File: config.mk
export PLATFORM = sky130hd
export DESIGN_NAME = sts_ctrl
export DESIGN_NICKNAME = d
export VERILOG_FILES = /design/src/hw/rtl/sts_pkg.sv /design/src/hw/rtl/sts_ctrl.sv
export SDC_FILE = /design/constraint.sdc
export NUM_CORES = 1
export LEC_CHECK = 0
export BUFFER_PORTS_ARGS = -buffer_cell sky130_fd_sc_hd__buf_2
export CORE_AREA = 2 2 39 41
export CTS_CLUSTER_SIZE = 14
export DETAILED_ROUTE_END_ITERATION = 10
export DIE_AREA = 0 0 41 43
export SLEW_MARGIN = 20
export SYNTH_ARGS = -nofsm -noshare
export SYNTH_HDL_FRONTEND = slang
export SYNTH_SLANG_ARGS = --single-unit
File: constraint.sdc
create_clock -name clock -period 1.2 [get_ports clock]
set_input_delay 0.18 -clock clock [delete_from_list [all_inputs] [get_ports clock]]
set_output_delay 0.18 -clock clock [all_outputs]
set_load 0.01 [all_outputs]
File: src/hw/rtl/sts_pkg.sv
// ----------------------------------------------------------------------------
// sts_pkg
// Shared types and constants for the sorted table search unit: request
// codes, field widths and the command/status bundles between the controller
// and the datapath.
// ----------------------------------------------------------------------------
package sts_pkg;

   // Fixed field widths of the request/response channels
   localparam int CMD_W    = 2;
   localparam int INDEX_W  = 10;
   localparam int KEY_W    = 32;
   localparam int COUNT_W  = 11;
   localparam int RESULT_W = 11;

   // Parameter defaults
   localparam int DEF_TABLE_DEPTH = 1024;
   localparam int DEF_ENTRY_WIDTH = 32;

   typedef enum logic [CMD_W-1:0] {
      CMD_WRITE = 2'd0,
      CMD_EXACT = 2'd1,
      CMD_FLOOR = 2'd2,
      CMD_CEIL  = 2'd3
   } cmd_type;

   // Controller -> datapath
   typedef struct packed {
      logic write;      // store the request's entry
      logic start;      // load key, mode and bounds for a new search
      logic probe;      // read the midpoint entry
      logic settle;     // act on the probed entry
      logic scan_rd;    // read the neighbor of the current match
      logic scan_take;  // move the match onto that neighbor
      logic load_out;   // move the result into the response register
   } dp_cmd_type;

   // Datapath -> controller
   typedef struct packed {
      logic range_empty;  // low bound passed high bound
      logic match;        // entry read equals the key
      logic scan_edge;    // no neighbor left to scan
      logic exact_mode;   // search is exact mode
      logic out_free;     // response register can take a result
   } dp_status_type;

endpackage

File: src/hw/rtl/sts_ctrl.sv
// ----------------------------------------------------------------------------
// sts_ctrl
// Search controller: sequences the probe loop, the equal-run scan and the
// hand-off of each result to the response register.
// ----------------------------------------------------------------------------
module sts_ctrl (
   input  logic                  clock,
   input  logic                  reset,
   input  logic                  req_valid,
   output logic                  req_stall,
   input  logic [1:0]            req_cmd,
   input  sts_pkg::dp_status_type status,
   output sts_pkg::dp_cmd_type    cmd
);
   import sts_pkg::*;

   typedef enum logic [5:0] {
      ST_IDLE    = 6'b000001,
      ST_PROBE   = 6'b000010,
      ST_COMPARE = 6'b000100,
      ST_SCAN_RD = 6'b001000,
      ST_SCAN_CK = 6'b010000,
      ST_FINISH  = 6'b100000
   } state_type;

   state_type state_ff, state_in;
   logic      accept;
   logic      is_search;

   assign req_stall = (state_ff != ST_IDLE);
   assign accept    = req_valid && (state_ff == ST_IDLE);
   assign is_search = (cmd_type'(req_cmd) != CMD_WRITE);

   always_comb begin
      state_in = state_ff;
      cmd      = '0;
      case (state_ff)
         ST_IDLE: begin
            if (accept) begin
               if (is_search) begin
                  cmd.start = 1'b1;
                  state_in  = ST_PROBE;
               end else begin
                  cmd.write = 1'b1;
               end
            end
         end
         ST_PROBE: begin
            if (status.range_empty) begin
               state_in = ST_FINISH;
            end else begin
               cmd.probe = 1'b1;
               state_in  = ST_COMPARE;
            end
         end
         ST_COMPARE: begin
            cmd.settle = 1'b1;
            if (status.match) begin
               state_in = status.exact_mode ? ST_FINISH : ST_SCAN_RD;
            end else begin
               state_in = ST_PROBE;
            end
         end
         ST_SCAN_RD: begin
            if (status.scan_edge) begin
               state_in = ST_FINISH;
            end else begin
               cmd.scan_rd = 1'b1;
               state_in    = ST_SCAN_CK;
            end
         end
         ST_SCAN_CK: begin
            if (status.match) begin
               cmd.scan_take = 1'b1;
               state_in      = ST_SCAN_RD;
            end else begin
               state_in = ST_FINISH;
            end
         end
         ST_FINISH: begin
            if (status.out_free) begin
               cmd.load_out = 1'b1;
               state_in     = ST_IDLE;
            end
         end
         default: begin
            state_in = ST_IDLE;
         end
      endcase
   end

   always_ff @(posedge clock) begin
      if (reset) begin
         state_ff <= ST_IDLE;
      end else begin
         state_ff <= state_in;
      end
   end

   a_write_stays_idle: assert property (@(posedge clock) disable iff (reset)
      accept && !is_search |=> state_ff == ST_IDLE)
      else $error("write request left the idle state");

   a_scan_not_exact: assert property (@(posedge clock) disable iff (reset)
      (state_ff == ST_SCAN_RD || state_ff == ST_SCAN_CK) |-> !status.exact_mode)
      else $error("equal-run scan entered in exact mode");

endmodule

Word-level counts from Yosys, hierarchy flattened
Index checks and enable logic that the tools add are counted.
- latch bits: 0
- memories: 0
- bits in read-only memories: 0
- bits of input ports: 10
- flip-flop bits (word level): 6
- memory bits (writable): 0
- output and inout port bits: 8
- add/subtract/negate cells: 0
- mux-type cells: 22
- shift-type cells: 0
- order comparisons: 0
- bitwise gates (word level): 0
- multipliers: 0
- eq/ne operators: 10
- div/mod/pow operators: 0
- reduce and logical (&&, ||, !) cells: 3
- operators with widths (cell ; count):
    6-bit 2-to-1 mux ; 8
    6-bit case mux with 6 select lines ; 1
    1-bit 2-to-1 mux ; 11
    6-bit by 1-bit equality test with 1-bit output, second input constant ; 1
    6-bit by 2-bit equality test with 1-bit output, second input constant ; 1
    6-bit by 3-bit equality test with 1-bit output, second input constant ; 1
    6-bit by 4-bit equality test with 1-bit output, second input constant ; 1
    6-bit by 5-bit equality test with 1-bit output, second input constant ; 1
    6-bit equality test, second input constant ; 1
    2-bit != test, second input constant ; 3
    6-bit by 1-bit != test with 1-bit output, second input constant ; 1
    2-bit 2-to-1 mux ; 2
    3-bit AND reduction ; 1
    2-bit nonzero test ; 1
    1-bit logical AND ; 1

Longest topological paths before layout
- depth after elaboration: 4
- mapped depth: 6
- depth with buffers taken out: 5

Least setup slack after synthesis
No wires, ideal clock.
- kind: register to output
- from: register state_ff[2]
- to: output cmd[6] (netlist bit)
- data required time: 1.020 ns
- buffers on the path: 0
- arrival time: 1.150 ns
- cell stages (with the launch flop): 4
- setup slack: -0.130 ns
- cells stage by stage: dfxtp_1 nor4_4 nand3_1 nor3_1
- RTL lines (what ; RTL line ; text):
    start: declaration ; sts_ctrl.sv:26 ; state_type state_ff, state_in;
    start signal: assignment ; sts_ctrl.sv:96 ; state_ff <= state_in;
    end: declaration ; sts_ctrl.sv:13 ; output sts_pkg::dp_cmd_type cmd

==> impl_metrics.json <==
{
  "hold_path_class": "in2reg",
  "cts.clk_slew.worst_paths_ns": 0.05,
  "synth_seq_cells": 6,
  "drt_iter0_drc": 2,
  "via_per_inst": 5.01,
  "critPathKind": "reg2out",
  "violations": "setup timing",
  "r2r-start": "state_ff[4]",
  "ios": 18,
  "cts_tree": "built",
  "peakVddDrop_uv": 458,
  "dp.final_hpwl_um": 851,
  "final_max_slew_viol_count": 0,
  "cp.arrival_ns": 1.42,
  "reg2reg_depth": 5,
  "initial_core_util_pct": 30.7,
  "postPlaceCellArea_sq_um": 606,
  "status": "finished with violations",
  "areaGrowthSynthToFinish_pct": 78.2,
  "fill_cells": 140,
  "syn_area_sq_um": 425,
  "ctsHtreeMaxLevel": 1,
  "clk_latency_ns": 0.25,
  "critPathRequiredTime_ns": 1.02,
  "power.leakage_nw": 0.355,
  "largest-register": "state_ff",
  "clock_sinks": 6,
  "top_regs": "state_ff: 6 flops",
  "tns_ns": -3.34,
  "dieArea_sq_um": 1760,
  "critPathSlowestCell": "dfxtp_4",
  "drcViolationCount": 0,
  "multi_input_area_sq_um": 345,
  "setup_viol": 12,
  "seq_area_sq_um": 133,
  "avgSynthCellArea_sq_um": 8.51,
  "die_h_um": 43,
  "crit_start": "state_ff[4]",
  "seq_area_frac_synth_pct": 28.2,
  "grt_max_degree": 8,
  "portBuffers": 17,
  "cts_max_path_buffers": 2,
  "coreArea_sq_um": 1380,
  "largest_register_ffs": 6,
  "gp_congestion": 0.769,
  "cp_slowest_stage_delay_ns": 0.36,
  "ys_types": 27,
  "p_per_area_nw_per_um2": 778,
  "final_net_count": 96,
  "diodes": 0,
  "clock_skew_ns": 0.00607,
  "worstMarginPinSlew_ns": 0.315,
  "fin_crit_ns": 1.60,
  "syn-num-nets": 60,
  "grtUsageTotal_pct": 18.7,
  "grt_pass1_wl_mm": 2.13,
  "antenna_found_initial": 0,
  "cts-root-buf": "clkbuf_4",
  "drive_gt1_share_pct": 66.7,
  "worstPathMaxFanout": 5,
  "rrSetupSlack_ns": -0.20,
  "cap_viol_max_count": 0,
  "placementRows": 14,
  "wirelength_mm": 1.39,
  "grt_pass1_vias": 499,
  "crit_buf_inv": 2,
  "hold_viol_final": 0,
  "r2r-end": "state_ff[1]",
  "numCtsBuffers": 3,
  "cts_hold_buf": 0,
  "fin_area_sq_um": 758,
  "grt_setup_unrepaired": "yes",
  "post_drt_wl_per_cell_um": 13.9,
  "setup.worst_path.start_class": "flip-flop",
  "drtAntennaViolNets": 0,
  "synthCells": 50,
  "fin_crit_sh_pct": 133,
  "cp-end-kind": "primary output",
  "max-slew-margin-rel_pct": 78.9,
  "first_pass_iters": 4,
  "clock.fmax_mhz": 626,
  "vias": 501,
  "crit_cells": 5,
  "cp_cell_sequence": "nor4_4 > buf_4 > nand2_2 > nor2_1 > buf_2",
  "crit_family": "simple AND/OR/NAND/NOR gates",
  "endpoint": "cmd[4]",
  "yosysWarnings": 0,
  "overflow": 0,
  "setup_slack_ns": -0.398,
  "die_x_um": 41
}
==> per-stage QoR <==
stage	setup WS (ns)	util [%]	hold slack [ns]	total power, mW	std cells
3_3_place_gp	-0.167	43.8	0.368	0.344	90
2_1_floorplan	-0.0479	-	0.243	0.289	50
3_5_place_dp	-0.169	43.8	0.378	0.345	90
6_report	-0.398	54.8	0.111	0.590	100
5_1_grt	-0.445	54.8	0.132	0.610	100
4_1_cts	-0.409	50.5	0.113	0.560	98
==> metal layers <==
metal / global-route usage, % / up-vias / wire length [um]
li1: - / 257 / -
met1: 21.2 / 227 / 567
met2: 28.7 / 15 / 713
met3: 6.81 / 2 / 85
met4: 10.0 / 0 / 25
met5: 0 / - / 0
==> kinds of logic after synthesis <==
logic type	share of synthesized area, %
AOI/OAI and AO/OA	16.2
xor gates and xnor gates	2.06
buffers and inverters	2.94
DFF	28.2
muxes	2.35
and+or+nand+nor	48.2
==> cell type report <==
class	instances	share of cell area, %
Sequential cell	6	17.5
Multi-Input combinational cell	41	45.5
Tap cell	16	2.64
Inverter	2	0.990
Clock buffer	3	2.97
Timing Repair Buffer	32	30.4
==> worst min path at each step <==
stage	start	endpoint	slack [ns]	cells after the start
after global routing	status[2]	state_ff[4]	0.13	2
final	status[2]	state_ff[4]	0.11	2
after detailed placement	status[4]	state_ff[2]	0.38	2
after global placement	status[4]	state_ff[2]	0.37	2
after floorplan	reset	state_ff[3]	0.24	1
after CTS	status[2]	state_ff[4]	0.11	2
==> synth_stat cells, drive strengths merged <==
master,number,area [sq um]
nand3,2,10.0
xor2,1,8.76
o21ai,2,10.0
a311oi,1,8.76
a21oi,1,5.00
and4bb,1,12.5
a31oi,2,12.5
nor3,5,30.0
and4b,1,10.0
and2,1,6.26
clkbuf,1,5.00
nand2,4,15.0
nor3b,1,12.5
nor2b,3,18.8
nor4,3,46.3
o21bai,1,7.51
dfxtp,6,120
a2bb2oi,2,17.5
o31ai,1,7.51
and2b,1,8.76
mux2i,1,10.0
and3b,1,8.76
nor2,5,18.8
nand3b,1,7.51
inv,2,7.51
==> power by group <==
part           internal, mW  switching [mW]  leakage (nW)
clock                 0.114          0.0815        0.0138
combinational        0.0992          0.0783         0.290
sequential            0.205          0.0122        0.0515
==> timing repair <==
item	in CTS	in global routing
pin swaps	6	6
endpoints found under the setup margin	12	14
buffers inserted	5	3
cloned	0	0
resized for setup	9	9
==> cell usage in the layout (no fill, tap or decap), drive strengths merged, types with 3 or more instances in the layout <==
cell type  synthesis  layout
nand2              4       4
nor4               3       3
clkbuf             1       3
nor2b              3       3
nor3               5       5
buf                0      32
dfxtp              6       6
nor2               5       5
(Power assumes the default switching activity.)
